## src/sv/tuvm_pkg.sv

```systemverilog
// tuvm_pkg: shared types, constants and the arctangent table for the uv mapper
// used by every file of the texture uv mapper; depends on nothing
package tuvm_pkg;

  // field widths
  localparam int COORD_W = 32;
  localparam int TEX_W   = 18;
  localparam int MODE_W  = 2;

  // internal widths: cordic vector/angle, squared sum, square root result
  localparam int CW      = 36;
  localparam int SUM_W   = 64;
  localparam int ROOT_W  = 33;
  localparam int SQ_STEPS = 32;

  localparam int ANGLE_STAGES_DEF = 18;
  localparam int ANGLE_STAGES_MAX = 32;

  // mapping modes
  localparam logic [MODE_W-1:0] MODE_PLANAR = 2'd0;
  localparam logic [MODE_W-1:0] MODE_SPH    = 2'd1;
  localparam logic [MODE_W-1:0] MODE_CYL    = 2'd2;

  // pi in Q2.30 and 2^32/pi
  localparam logic signed [CW-1:0] PI_Q30 = 36'sd3373259426;
  localparam logic [63:0] INV_PI_Q32 = 64'd1367130551;

  // rounding shifts for u (angle sum over 2pi) and v (angle over pi)
  localparam int U_SHIFT = 47;
  localparam int V_SHIFT = 46;

  typedef struct packed {
    logic signed [CW-1:0] x;
    logic signed [CW-1:0] y;
    logic signed [CW-1:0] z;
  } cvec_t;

  // point carried through the square root chain
  typedef struct packed {
    logic [MODE_W-1:0]         mode;
    logic signed [COORD_W-1:0] x;
    logic signed [COORD_W-1:0] y;
    logic signed [COORD_W-1:0] z;
  } pt_t;

  // per-word flags and ready-made results carried through the cordic chain
  typedef struct packed {
    logic [MODE_W-1:0]       mode;
    logic                    status;
    logic                    zero_a;
    logic                    zero_b;
    logic signed [TEX_W-1:0] pre_u;
    logic signed [TEX_W-1:0] pre_v;
  } side_t;

  typedef struct packed {
    cvec_t a;
    cvec_t b;
    side_t side;
  } cstate_t;

  // atan(2^-i) in Q30
  function automatic logic [31:0] atan_q30(input int unsigned i);
    logic [31:0] t;
    case (i)
      0:  t = 32'h3243F6A8;
      1:  t = 32'h1DAC6705;
      2:  t = 32'h0FADBAFC;
      3:  t = 32'h07F56EA6;
      4:  t = 32'h03FEAB76;
      5:  t = 32'h01FFD55B;
      6:  t = 32'h00FFFAAA;
      7:  t = 32'h007FFF55;
      8:  t = 32'h003FFFEA;
      9:  t = 32'h001FFFFD;
      10: t = 32'h000FFFFF;
      11: t = 32'h0007FFFF;
      12: t = 32'h0003FFFF;
      13: t = 32'h0001FFFF;
      14: t = 32'h0000FFFF;
      15: t = 32'h00007FFF;
      16: t = 32'h00003FFF;
      17: t = 32'h00001FFF;
      18: t = 32'h00000FFF;
      19: t = 32'h000007FF;
      20: t = 32'h000003FF;
      21: t = 32'h000001FF;
      22: t = 32'h000000FF;
      23: t = 32'h0000007F;
      24: t = 32'h0000003F;
      25: t = 32'h0000001F;
      26: t = 32'h0000000F;
      27: t = 32'h00000008;
      28: t = 32'h00000004;
      29: t = 32'h00000002;
      30: t = 32'h00000001;
      default: t = 32'h00000000;
    endcase
    return t;
  endfunction

endpackage

```

## src/sv/tuvm_cordic_cell.sv

```systemverilog
// tuvm_cordic_cell: one vectoring cordic stage applied to both angle lanes
// depends on tuvm_pkg
module tuvm_cordic_cell #(
  parameter int STAGE = 0
) (
  input  logic              clk,
  input  logic              rst,
  input  logic              in_valid,
  output logic              in_ready,
  input  tuvm_pkg::cstate_t in_data,
  output logic              out_valid,
  input  logic              out_ready,
  output tuvm_pkg::cstate_t out_data
);

  localparam logic signed [tuvm_pkg::CW-1:0] ANG =
    tuvm_pkg::CW'(tuvm_pkg::atan_q30(STAGE));

  // rotate toward the x axis, floor shifts
  function automatic tuvm_pkg::cvec_t rot(input tuvm_pkg::cvec_t v);
    tuvm_pkg::cvec_t r;
    logic signed [tuvm_pkg::CW-1:0] dx;
    logic signed [tuvm_pkg::CW-1:0] dy;
    dx = v.y >>> STAGE;
    dy = v.x >>> STAGE;
    if (v.y > 0) begin
      r.x = v.x + dx;
      r.y = v.y - dy;
      r.z = v.z + ANG;
    end else begin
      r.x = v.x - dx;
      r.y = v.y + dy;
      r.z = v.z - ANG;
    end
    return r;
  endfunction

  assign in_ready = !out_valid || out_ready;

  // stage handshake
  always_ff @(posedge clk) begin
    if (rst) begin
      out_valid <= 1'b0;
    end else if (in_ready) begin
      out_valid <= in_valid;
    end
  end

  // word register
  always_ff @(posedge clk) begin
    if (in_ready && in_valid) begin
      out_data.a    <= rot(in_data.a);
      out_data.b    <= rot(in_data.b);
      out_data.side <= in_data.side;
    end
  end

endmodule

```

## config.mk

```make
export PLATFORM = sky130hd
export DESIGN_NAME = tuvm_cordic_cell
export DESIGN_NICKNAME = d
export VERILOG_FILES = /design/src/sv/tuvm_pkg.sv /design/src/sv/tuvm_cordic_cell.sv
export SDC_FILE = /design/constraint.sdc
export NUM_CORES = 1
export LEC_CHECK = 0
export ABC_AREA = 1
export BUFFER_PORTS_ARGS = -buffer_cell sky130_fd_sc_hd__buf_2
export CAP_MARGIN = 20
export CELL_PAD_IN_SITES_DETAIL_PLACEMENT = 0
export CELL_PAD_IN_SITES_GLOBAL_PLACEMENT = 1
export CORE_UTILIZATION = 30
export DETAILED_ROUTE_END_ITERATION = 12
export GPL_ROUTABILITY_DRIVEN = 0
export PLACE_DENSITY = 0.69
export SETUP_SLACK_MARGIN = 0.4
export SYNTH_ARGS = -nofsm -noshare
export SYNTH_HDL_FRONTEND = slang
export SYNTH_SLANG_ARGS = --single-unit
```

## constraint.sdc

```tcl
create_clock -name clk -period 22.3 [get_ports clk]
set_input_delay 6.69 -clock clk [delete_from_list [all_inputs] [get_ports clk]]
set_output_delay 6.69 -clock clk [all_outputs]
set_load 0.005 [all_outputs]
```

Word-level counts from Yosys, hierarchy flattened
Index checks and enable logic that the tools add are counted.

Flip-flop bits (word level): 258. Input port bits: 261. Output and inout bits: 259.

Add/subtract/negate cells: 10. Order comparisons: 2. Multiplexer cells: 2. Reductions and logical operators: 3.

Operators by type and width (count): $mux W108 (2); $sub A36 B36 Y36 (4); $add A36 B31 Y36 const B (2); $add A36 B36 Y36 (2); $gt A36 B1 Y1 const B (2); $sub A36 B31 Y36 const B (2); $logic_and A1 B1 Y1 (1); $logic_not A1 Y1 (1); $logic_or A1 B1 Y1 (1).

Longest topological paths before layout
Depth in word-level cells: 3. Gate-level depth with buffers: 20. Gate-level depth less buffers: 19.

Least setup slack after synthesis
OpenSTA, ideal clock, no wires.

Path type: in2reg. Start point: input in_valid. End point: register out_data[0] (netlist name), enable pin. Data arrival time: 18.960 ns. Path slack: 2.385 ns. Cell stages on the path: 2. Buffers on the path: 0. Cell sequence: inv_1 -> a21oi_1.

Cells in the longest elaborated chain, start to end: 1.

Ends and longest elaborated chain: from (decl) (RTL line tuvm_cordic_cell.sv:8) `input logic in_valid,`; $logic_and A1 B1 Y1 (RTL line tuvm_cordic_cell.sv:51) `if (in_ready && in_valid) begin`; to (decl) (RTL line tuvm_cordic_cell.sv:13) `output tuvm_pkg::cstate_t out_data`.

Every way passes these cells. A chain may end at the register's enable or synchronous reset.

Worst setup path after layout
Start point: input out_ready. End point: output in_ready.

Cells in the longest elaborated chain, start to end: 1.

Ends and longest elaborated chain: from (decl) (RTL line tuvm_cordic_cell.sv:12) `input logic out_ready,`; $logic_or A1 B1 Y1 (RTL line tuvm_cordic_cell.sv:38) `assign in_ready = !out_valid || out_ready;`; to (decl) (RTL line tuvm_cordic_cell.sv:9) `output logic in_ready,`.

Every way passes these cells.

==> flow_metrics.env <==
export IMPL_post_route_drc_count=0
export IMPL_pwr_share_seq_pct=34.1
export IMPL_pwr_share_comb_pct=38.2
export IMPL_dieHeight_um=303
export IMPL_max_freq_mhz=72.6
export IMPL_worst_slew_pin_slew_ns=0.980
export IMPL_synth_nets=4521
export IMPL_max_cap_violations=0
export IMPL_slowest_stage="buf_2"
export IMPL_power_mw=1.81
export IMPL_powerDensity_nw_per_um2=57.1
export IMPL_final_layout_size_suffix_gt1_share_pct=14.9
export IMPL_drtIter0Drc=1889
export IMPL_clock_sinks=256
export IMPL_hold_buffers=0
export IMPL_cp_max_fo=2
export IMPL_rsz0062_at_grt="no"
export IMPL_hp_start="out_valid$_SDFFE_PP0N_"
export IMPL_clkPwrFrac_pct=27.7
export IMPL_timing_final_ws_setup_ns=8.52
export IMPL_peakVddDrop_mv=0.0621
export IMPL_avgSynthCellArea_um2=6.81
export IMPL_portBuffers=519
export IMPL_netlist_top_cells_count="nand2_1 (1114), inv_1 (552), nor2_1 (358), nand3_1 (342), a21oi_1 (324)"
export IMPL_clock_latency_ns=0.62
export IMPL_io_pins=520
export IMPL_vias=27700
export IMPL_hold_end="out_valid$_SDFFE_PP0N_"
export IMPL_placed_cell_area_um2=30600
export IMPL_maxSlewViolCount=0
export IMPL_synth_top_area_cell="edfxtp_1"
export IMPL_worstPathCellList="buf_2 -> inv_1 -> nand2_1 -> buf_2"
export IMPL_critPathTopFamily="buffers and inverters"
export IMPL_grt_overflow_total=0
export IMPL_r2r_start="out_valid$_SDFFE_PP0N_"
export IMPL_p_sw_share_pct=38.9
export IMPL_switchingPower_mw=0.703
export IMPL_synth_most_common_cell="nand2_1"
export IMPL_core_area_um2=88900
export IMPL_fin_cells=5646
export IMPL_critPathBufInv=3
export IMPL_ys_seq_area_share_pct=28.3
export IMPL_tritoncts="done"
export IMPL_finalInstanceArea_um2=31600
export IMPL_setup_worst_path_class="input pin to output port"
export IMPL_yosys_warnings=0
export IMPL_grt_pass1_wl_mm=157
export IMPL_netlist_area_leader_share_pct=28.2
export IMPL_synth_area_um2=27100
export IMPL_rrSetupSlack_ns=18.86
export IMPL_wire_per_inst_um=19.0
export IMPL_final_net_count=4991
export IMPL_holdPathStages=2
export IMPL_hold_viol_final=0
export IMPL_die_width_um=303
export IMPL_clockBufferDepth=3
export IMPL_hold_worst_slack_ns=0.536
export IMPL_dp_cells=5580
export IMPL_fin_setup_tns_ns=0
export IMPL_postCtsSetupRepairBufs=0
export IMPL_synth_edf_count=255
export IMPL_skew_ns=0.0137
export IMPL_cts_resized=0
export IMPL_worstReg2RegEnd="out_data[154]$_DFFE_PP_"
export IMPL_slew_headroom_pct=34.7
export IMPL_p_leak_nw=15.9
export IMPL_dp_final_hpwl_mm=91.2
export IMPL_antenna_found_initial=21
export IMPL_via_per_inst=4.91
export IMPL_htree_levels=1
export IMPL_place_worst_setup_slack_ns=8.52
export IMPL_num_rows=109
export IMPL_grt_usage_pct=22.6
export IMPL_ys_flop_type="edfxtp_1"
export IMPL_fin_crit_sh_pct=61.8
export IMPL_fill_cells=9909
export IMPL_end_kind="output port"
export IMPL_dieArea_um2=91600
export IMPL_power_internal_mw=1.11
export IMPL_cts_clk_slew_worst_paths_ns=0.06
export IMPL_final_core_utilization_pct=35.6
export IMPL_period_minus_slack_ns=13.78
export IMPL_synth_area_leaders="edfxtp_1 (28%), nand2_1 (15%), ha_1 (13%)"
export IMPL_first_global_vias=26600
export IMPL_arrival_ns=7.09
export IMPL_drtPass1Iterations=6
export IMPL_routed_wl_mm=107
export IMPL_initial_utilization_pct=30.5
export IMPL_ys_types=50
export IMPL_cts_buffers=31
export IMPL_critPathLaunchType="input pin"
export IMPL_r2r_cells=4
export IMPL_finalSetupViolCount=0
export IMPL_postSynthCellCount=3978
export IMPL_cp_slowest_stage_delay_ns=0.13
export IMPL_synthArstFlopShare_pct=0
export IMPL_areaGrowthSynthToFinish_pct=16.7
export IMPL_synth_seq_cells=256
export IMPL_status="finished, final reports clean"
export IMPL_grt_max_degree=84
export IMPL_drtAntennaViolNets=0
export IMPL_cts_root_buf="clkbuf_16"
export IMPL_crit_path_frequent_cell="buf_2"
export IMPL_critPathRequiredTime_ns=15.61
export IMPL_hp_class="register to register"
[cells by family (layout without fill, tap and decap cells)]
family / count (synthesis) / count (layout) / synth area share [%]
AOI/OAI and AO/OA: 684 / 684 / 13.6
xor gates and xnor gates: 127 / 127 / 4.10
adders and majority gates: 282 / 282 / 13.2
buffers and inverters: 654 / 1148 / 10.0
DFF: 256 / 256 / 28.3
muxes: 1 / 1 / 0.0369
other: 0 / 9 / 0
and+or+nand+nor: 1974 / 1974 / 30.7
[sequential cells by signal (all words and copies together), names as in the netlist]
name       flops
out_data     255
out_valid      1
[per-layer routing]
layer	part of all wire (%)	wire length, um	track usage [%]
met5	0.040	43	0
met2	48	51000	39.0
met3	5.8	6200	2.51
met4	3.7	3980	8.34
met1	43	45900	28.8
[power by group through the flow]
stage	Sequential (mW)	Combinational, mW	Clock, mW
floorplan	0.648	0.418	0
global placement	0.627	0.685	0
detailed placement	0.628	0.686	0
CTS	0.618	0.689	0.519
global route	0.622	0.767	0.534
finish	0.617	0.691	0.500
[cell usage in the layout (no fill, tap or decap), types with 6 or more instances in the layout]
cell,count
o21a_1,8
nor2_1,358
diode_2,9
nand4_1,38
clkbuf_16,31
edfxtp_1,255
nand2_2,14
nor3_1,38
a21boi_0,8
a31oi_1,8
inv_1,551
buf_2,519
nand3_2,13
inv_2,13
nand3_1,342
xor2_1,111
clkinv_2,7
a21o_1,32
ha_1,274
nand2_1,1113
clkbuf_1,6
o21ai_1,21
nor3_2,6
buf_4,8
nor2_2,23
o21bai_1,29
a21oi_1,323
o21ai_0,236
xnor2_1,16
fa_1,8
[how the worst max path moves through the flow]
stage,end,start,cells past startpoint
2_1_floorplan,out_data[0]$_DFFE_PP_,in_valid,2
3_3_place_gp,in_ready,out_ready,4
3_5_place_dp,in_ready,out_ready,4
4_1_cts,in_ready,out_ready,4
5_1_grt,in_ready,out_ready,4
6_report,in_ready,out_ready,4
[tightest hold or removal path, cell delays in order, from the launching register on]
cell and delay, ns:
dfxtp_1 0.35, nand2_1 0.09, a21oi_1 0.06
[layout make-up]
type	count	area [um2]	share of cell area, %
multi-input combinational	3068	16700	52.9
sequential	256	7680	24.3
inverter	564	2120	6.69
antenna	9	22.5	0.0712
tap	1165	1460	4.61
clock buffer	37	798	2.52
timing repair buffer	527	2660	8.40
clock inverter	20	180	0.569
Power figures use the tool's default switching activity.
