===== src/sv/tuvm_pkg.sv =====
// tuvm_pkg: shared types, constants and the arctangent table for the uv mapper
// used by every file of the texture uv mapper; depends on nothing
package tuvm_pkg;

  // field widths
  localparam int COORD_W = 32;
  localparam int TEX_W   = 18;
  localparam int MODE_W  = 2;

  // internal widths: cordic vector/angle, squared sum, square root result
  localparam int CW      = 36;
  localparam int SUM_W   = 64;
  localparam int ROOT_W  = 33;
  localparam int SQ_STEPS = 32;

  localparam int ANGLE_STAGES_DEF = 18;
  localparam int ANGLE_STAGES_MAX = 32;

  // mapping modes
  localparam logic [MODE_W-1:0] MODE_PLANAR = 2'd0;
  localparam logic [MODE_W-1:0] MODE_SPH    = 2'd1;
  localparam logic [MODE_W-1:0] MODE_CYL    = 2'd2;

  // pi in Q2.30 and 2^32/pi
  localparam logic signed [CW-1:0] PI_Q30 = 36'sd3373259426;
  localparam logic [63:0] INV_PI_Q32 = 64'd1367130551;

  // rounding shifts for u (angle sum over 2pi) and v (angle over pi)
  localparam int U_SHIFT = 47;
  localparam int V_SHIFT = 46;

  typedef struct packed {
    logic signed [CW-1:0] x;
    logic signed [CW-1:0] y;
    logic signed [CW-1:0] z;
  } cvec_t;

  // point carried through the square root chain
  typedef struct packed {
    logic [MODE_W-1:0]         mode;
    logic signed [COORD_W-1:0] x;
    logic signed [COORD_W-1:0] y;
    logic signed [COORD_W-1:0] z;
  } pt_t;

  // per-word flags and ready-made results carried through the cordic chain
  typedef struct packed {
    logic [MODE_W-1:0]       mode;
    logic                    status;
    logic                    zero_a;
    logic                    zero_b;
    logic signed [TEX_W-1:0] pre_u;
    logic signed [TEX_W-1:0] pre_v;
  } side_t;

  typedef struct packed {
    cvec_t a;
    cvec_t b;
    side_t side;
  } cstate_t;

  // atan(2^-i) in Q30
  function automatic logic [31:0] atan_q30(input int unsigned i);
    logic [31:0] t;
    case (i)
      0:  t = 32'h3243F6A8;
      1:  t = 32'h1DAC6705;
      2:  t = 32'h0FADBAFC;
      3:  t = 32'h07F56EA6;
      4:  t = 32'h03FEAB76;
      5:  t = 32'h01FFD55B;
      6:  t = 32'h00FFFAAA;
      7:  t = 32'h007FFF55;
      8:  t = 32'h003FFFEA;
      9:  t = 32'h001FFFFD;
      10: t = 32'h000FFFFF;
      11: t = 32'h0007FFFF;
      12: t = 32'h0003FFFF;
      13: t = 32'h0001FFFF;
      14: t = 32'h0000FFFF;
      15: t = 32'h00007FFF;
      16: t = 32'h00003FFF;
      17: t = 32'h00001FFF;
      18: t = 32'h00000FFF;
      19: t = 32'h000007FF;
      20: t = 32'h000003FF;
      21: t = 32'h000001FF;
      22: t = 32'h000000FF;
      23: t = 32'h0000007F;
      24: t = 32'h0000003F;
      25: t = 32'h0000001F;
      26: t = 32'h0000000F;
      27: t = 32'h00000008;
      28: t = 32'h00000004;
      29: t = 32'h00000002;
      30: t = 32'h00000001;
      default: t = 32'h00000000;
    endcase
    return t;
  endfunction

endpackage


===== src/sv/tuvm_sqrt_cell.sv =====
// tuvm_sqrt_cell: one step of the bit-pair integer square root, with its own word register
// depends on tuvm_pkg
module tuvm_sqrt_cell #(
  parameter int STEP = 0
) (
  input  logic                         clk,
  input  logic                         rst,
  input  logic                         in_valid,
  output logic                         in_ready,
  input  logic [tuvm_pkg::SUM_W-1:0]   in_rem,
  input  logic [tuvm_pkg::SUM_W-1:0]   in_res,
  input  tuvm_pkg::pt_t                in_pt,
  output logic                         out_valid,
  input  logic                         out_ready,
  output logic [tuvm_pkg::SUM_W-1:0]   out_rem,
  output logic [tuvm_pkg::SUM_W-1:0]   out_res,
  output tuvm_pkg::pt_t                out_pt
);

  localparam logic [tuvm_pkg::SUM_W-1:0] BIT =
    tuvm_pkg::SUM_W'(1) << (tuvm_pkg::SUM_W - 2 - 2 * STEP);

  logic [tuvm_pkg::SUM_W-1:0] trial;
  logic [tuvm_pkg::SUM_W-1:0] rem_next;
  logic [tuvm_pkg::SUM_W-1:0] res_next;

  // trial subtract of res + bit
  always_comb begin
    trial = in_res + BIT;
    if (in_rem >= trial) begin
      rem_next = in_rem - trial;
      res_next = (in_res >> 1) + BIT;
    end else begin
      rem_next = in_rem;
      res_next = in_res >> 1;
    end
  end

  assign in_ready = !out_valid || out_ready;

  // stage handshake
  always_ff @(posedge clk) begin
    if (rst) begin
      out_valid <= 1'b0;
    end else if (in_ready) begin
      out_valid <= in_valid;
    end
  end

  // word register
  always_ff @(posedge clk) begin
    if (in_ready && in_valid) begin
      out_rem <= rem_next;
      out_res <= res_next;
      out_pt  <= in_pt;
    end
  end

endmodule


===== config.mk =====
export PLATFORM = sky130hd
export DESIGN_NAME = tuvm_sqrt_cell
export DESIGN_NICKNAME = d
export VERILOG_FILES = /design/src/sv/tuvm_pkg.sv /design/src/sv/tuvm_sqrt_cell.sv
export SDC_FILE = /design/constraint.sdc
export NUM_CORES = 1
export LEC_CHECK = 0
export ABC_AREA = 1
export BUFFER_PORTS_ARGS = -buffer_cell sky130_fd_sc_hd__buf_2
export CAP_MARGIN = 20
export CORE_AREA = 2 2 177 179
export CTS_CLUSTER_DIAMETER = 30
export DETAILED_ROUTE_END_ITERATION = 8
export DIE_AREA = 0 0 179 181
export GPL_ROUTABILITY_DRIVEN = 1
export PLACE_DENSITY = 0.83
export SYNTH_ARGS = -nofsm -noshare
export SYNTH_HDL_FRONTEND = slang
export SYNTH_SLANG_ARGS = --single-unit

===== constraint.sdc =====
create_clock -name clk -period 17.8 [get_ports clk]
set_input_delay 1.78 -clock clk [delete_from_list [all_inputs] [get_ports clk]]
set_output_delay 1.78 -clock clk [all_outputs]
set_load 0.01 [all_outputs]

=== Yosys cells after proc, flatten, opt, wreduce, memory -nomap -nowiden ===
Cells that the tools add are included.

* Output and inout bits: 228
* Register bits: 227

* Mux-type cells: 2
* Reduce and logical (&&, ||, !) cells: 3
* $add $sub $neg: 3
* Order comparisons: 1

{| class="wikitable"
|+ Operators with widths
! cell !! count
|-
| adder 63 x 63 -> 64 bit, second input constant || 1
|-
| adder 64 x 63 -> 64 bit, second input constant || 1
|-
| >= comparator 64 bit || 1
|-
| 2-to-1 mux 64 bit || 1
|-
| subtractor 64 bit || 1
|-
| 2-to-1 mux 63 bit || 1
|-
| logical AND 1 bit || 1
|-
| logical NOT 1 bit || 1
|-
| logical OR 1 bit || 1
|}

=== Logic depth before layout (Yosys ltp) ===
* Word-level depth: 3
* Mapped depth: 18

=== Worst setup path before layout ===
No wires, ideal clock.

* Path kind: input to register
* From: input in_valid
* To: register out_pt[0] in the netlist's numbering, enable pin
* Stages: 2
* Library setup time: 0.887 ns
* Arrival: 12.665 ns
* Path buffers: 0
* Setup slack: 4.248 ns
* Path through: inv_1 -> a21oi_1

* Word-level cells in the longest chain between the ends: 1

{| class="wikitable"
|+ Ends and longest elaborated chain
! element !! line !! source
|-
| start: declaration || tuvm_sqrt_cell.sv:8 || <nowiki>input logic in_valid,</nowiki>
|-
| logical AND 1 bit || tuvm_sqrt_cell.sv:52 || <nowiki>if (in_ready && in_valid) begin</nowiki>
|-
| end signal: assignment || tuvm_sqrt_cell.sv:55 || <nowiki>out_pt <= in_pt;</nowiki>
|-
| end: declaration || tuvm_sqrt_cell.sv:17 || <nowiki>output tuvm_pkg::pt_t out_pt</nowiki>
|}

No other way between the ends.
A chain may end at the register's enable or synchronous reset.

=== Worst setup path after layout ===
* From: input in_rem[0] in the netlist's numbering
* To: register out_rem[38] in the netlist's numbering (data pin)

* Word-level cells in the longest chain between the ends: 2
* Elaborated cells on any way between the ends: 3

{| class="wikitable"
|+ Ends and longest elaborated chain
! element !! line !! source
|-
| start: declaration || tuvm_sqrt_cell.sv:10 || <nowiki>input logic [tuvm_pkg::SUM_W-1:0] in_rem,</nowiki>
|-
| subtractor 64 bit or >= comparator 64 bit (tied branches) || tuvm_sqrt_cell.sv:31, tuvm_sqrt_cell.sv:30 ||
|-
| 2-to-1 mux 64 bit * || tuvm_sqrt_cell.sv:30 || <nowiki>if (in_rem >= trial) begin</nowiki>
|-
| net rem_next, one bit || tuvm_sqrt_cell.sv:24 || <nowiki>logic [tuvm_pkg::SUM_W-1:0] rem_next;</nowiki>
|-
| end signal: assignment || tuvm_sqrt_cell.sv:53 || <nowiki>out_rem <= rem_next;</nowiki>
|-
| end: declaration || tuvm_sqrt_cell.sv:15 || <nowiki>output logic [tuvm_pkg::SUM_W-1:0] out_rem,</nowiki>
|}

The timed path passes the listed nets; every way through them passes the cells marked *.

==> results.txt <==
switching part of the total: 0.304
Slew @ Worst Pin: 963 ps
CTS Sinks: 227
largest net degree at the start of global routing: 73
Synth area leaders: edfxtp_1 (49%), nand2_1 (20%), inv_1 (11%), ha_1 (5.7%), nor2_1 (3.0%)
Total GRT Usage: 0.322
Finished Layout Cells: 2,755
unrepaired setup endpoints after global routing: no
Logic pwr share: 0.195
hold_buf cts: 0
Seq cells post-synth: 227
commonest non-fill, non-tap cell in the layout: nand2_1
Final Hold Viols: 0
crit-path leading delay family: simple AND/OR/NAND/NOR gates
post-synth cell types: 29
Simple-Gate Fraction of Synth Area: 0.297
final setup TNS: 0 ps
mux cell area share after synthesis: 0
Clock Path Buffers: 3
Cell Rows: 64
Hold Crit Class: reg2reg
Skew-Pair Late Insertion Delay: 550 ps
Ports: 458
Num CTS Buffers: 48
Top cell by count, worst path: nand2_2
GRT Residual Overflow: 0
Sequential Power Share: 0.338
post-layout min period: 4700 ps
initial antenna violation count: 3
Layout Nets: 2,610
Final Slew Violations: 0
f_max: 213 MHz
synth-to-layout area growth: 31.4%
Worst Path Class, Setup: in2reg
Worst-path clk slew: 50 ps
syn nets: 2,113
type of origin of the critical path: input pin
placed cells: 2,661
critical path required time: 18,070 ps
Final Cycle Share: 0.264
cell taking the most area after synthesis: edfxtp_1
PnR Total Power: 1.95 mW
commonest non-fill, non-tap cells in the layout: nand2_1 (762), buf_2 (457), inv_1 (400), edfxtp_1 (226), nor2_1 (111)
H-Tree Depth: 2
Critical Path End Type: register
Vias: 13,700
largest family of logic cells by synthesized area: simple AND/OR/NAND/NOR gates
status: completed
Bufs and invs on worst path: 4
Post-Synth Adder-Cell Area: 0.0588
global placer's final weighted congestion: 0.971
slowest cell on the critical path: nand2_4
DR WL/cell: 19.3 µm
MaxCap Viol Count: 0
Mapped Area: 14,000 µm²
DRC: 0
vias per cell: 4.97
clock share of power: 0.466
PortBufs: 457
area share of the largest cell type after synthesis: 0.486
complex-gate fraction of the synthesized area: 0.0193
clock tree root buffer cell: clkbuf_16
Core Area: 30,300 µm²
Initial Utilization: 0.460
Post-DP HPWL: 43,000 µm
wirelength, routed: 53,200 µm
VDD IR max: 0.0000689 V
share of layout cells above drive strength 1: 0.249
Power Internal: 1.35 mW
overall die height: 181 µm
register area share after synthesis: 0.488
max_slew headroom: 0.358
setup violators final: 0
antenna viol nets, final: 0
first-pass GRT wire length: 78,200 µm
Ys Warns: 0
die area: 32,400 µm²
worst-path fanout max: 68
WP data arrival: 4970 ps
Syn Inst Count: 1,818
Fin Clk Skew: 19.5 ps
TritonRoute pass-1 iters: 5
Largest stage delay, worst path: 690 ps
Post-CTS Repair Setup Buffers: 0
Synth Area in XOR/XNOR: 0.0201
CTS tree: done
vias in the first global route: 13,600
Power per Cell Area: 106 nW/µm²
Static Leak: 10.0 nW
width of the die: 179 µm
cts repair resizes: 0
mean post-synth cell area: 7.68 µm²
Switch Pwr: 0.591 mW
First DRT Iteration DRCs: 1,126
CP cell instances: buf_2 > inv_1 > ha_1 > fa_1 > inv_1 > nand3_1 > nand2_4 > nand2_2 > nand2_2 > nand2_2 > nand2_2 > nand2_2 > nand3_2 > nand2_2 > nand2_4 > inv_4 > nand2_1 > nand2_1
power by group through the flow:
stage / clock [mW] / combinational [mW] / sequential [mW]
5_1_grt: 0.943 / 0.418 / 0.662
2_1_floorplan: 0 / 0.200 / 0.702
4_1_cts: 0.914 / 0.378 / 0.659
6_report: 0.907 / 0.380 / 0.658
3_5_place_dp: 0 / 0.375 / 0.667
3_3_place_gp: 0 / 0.369 / 0.667
Yosys cell counts, drive strengths merged:
library cell	count
dfxtp	1
nor2	119
xnor2	2
a21oi	45
nand3	91
xor2	30
nand4	20
and3	1
nor3	10
and2	2
fa	1
nor4	3
nand2	772
o21ai	8
edfxtp	226
ha	64
inv	410
buf	13
kinds of logic after synthesis:
group | after synthesis
simple gates | 1018
buf+inv | 423
flops | 227
fa+ha+maj | 65
compound gates | 53
xor+xnor | 32
per-layer routing:
layer  track usage  vias up  wire (µm)
met3        0.0568       86       4680
met1         0.419     6377      21800
met5             0        -         13
met4        0.0943        2       1600
li1              -     6607          -
met2         0.546      616      25100
tightest hold or removal path, stage by stage, from the launching register on:
cell and delay [ps]:
dfxtp_1 340, nand2_1 110, a21oi_1 70
area by class of cell:
| cell class | count | area [µm²] |
|---|---|---|
| clock buffer | 53 | 1240 |
| multi-input combinational | 1168 | 5520 |
| inverter | 410 | 1540 |
| timing repair buffer | 460 | 2310 |
| clock inverter | 37 | 417 |
| fill | 2705 | 12000 |
| sequential | 227 | 6810 |
| antenna | 4 | 10.0 |
| tap | 396 | 495 |
final timing paths:
| path | start | to | slack [ps] | depth (start not counted) |
|---|---|---|---|---|
| min | out_valid | out_valid | 560 | 2 |
| min reg2reg | out_valid | out_valid | 560 | 2 |
| max | in_rem[0] | out_rem[38] | 13100 | 18 |
| max reg2reg | out_valid | out_rem[53] | 15490 | 2 |
state kept, by name, indices dropped and copies added (netlist names):
signal	cells
out_pt	98
out_rem	64
out_res	64
out_valid	1
metrics by stage:
| stage | util | hold WS (ps) | area [µm²] | setup WS [ps] |
|---|---|---|---|---|
| global route | 0.604 | 601 | 18300 | 12890 |
| global placement | 0.549 | 513 | 16700 | 12750 |
| floorplan | - | 577 | 14000 | 4250 |
| finish | 0.604 | 559 | 18300 | 13100 |
| detailed placement | 0.549 | 530 | 16700 | 12610 |
| CTS | 0.604 | 541 | 18300 | 13160 |
(Power assumes the default switching activity.)
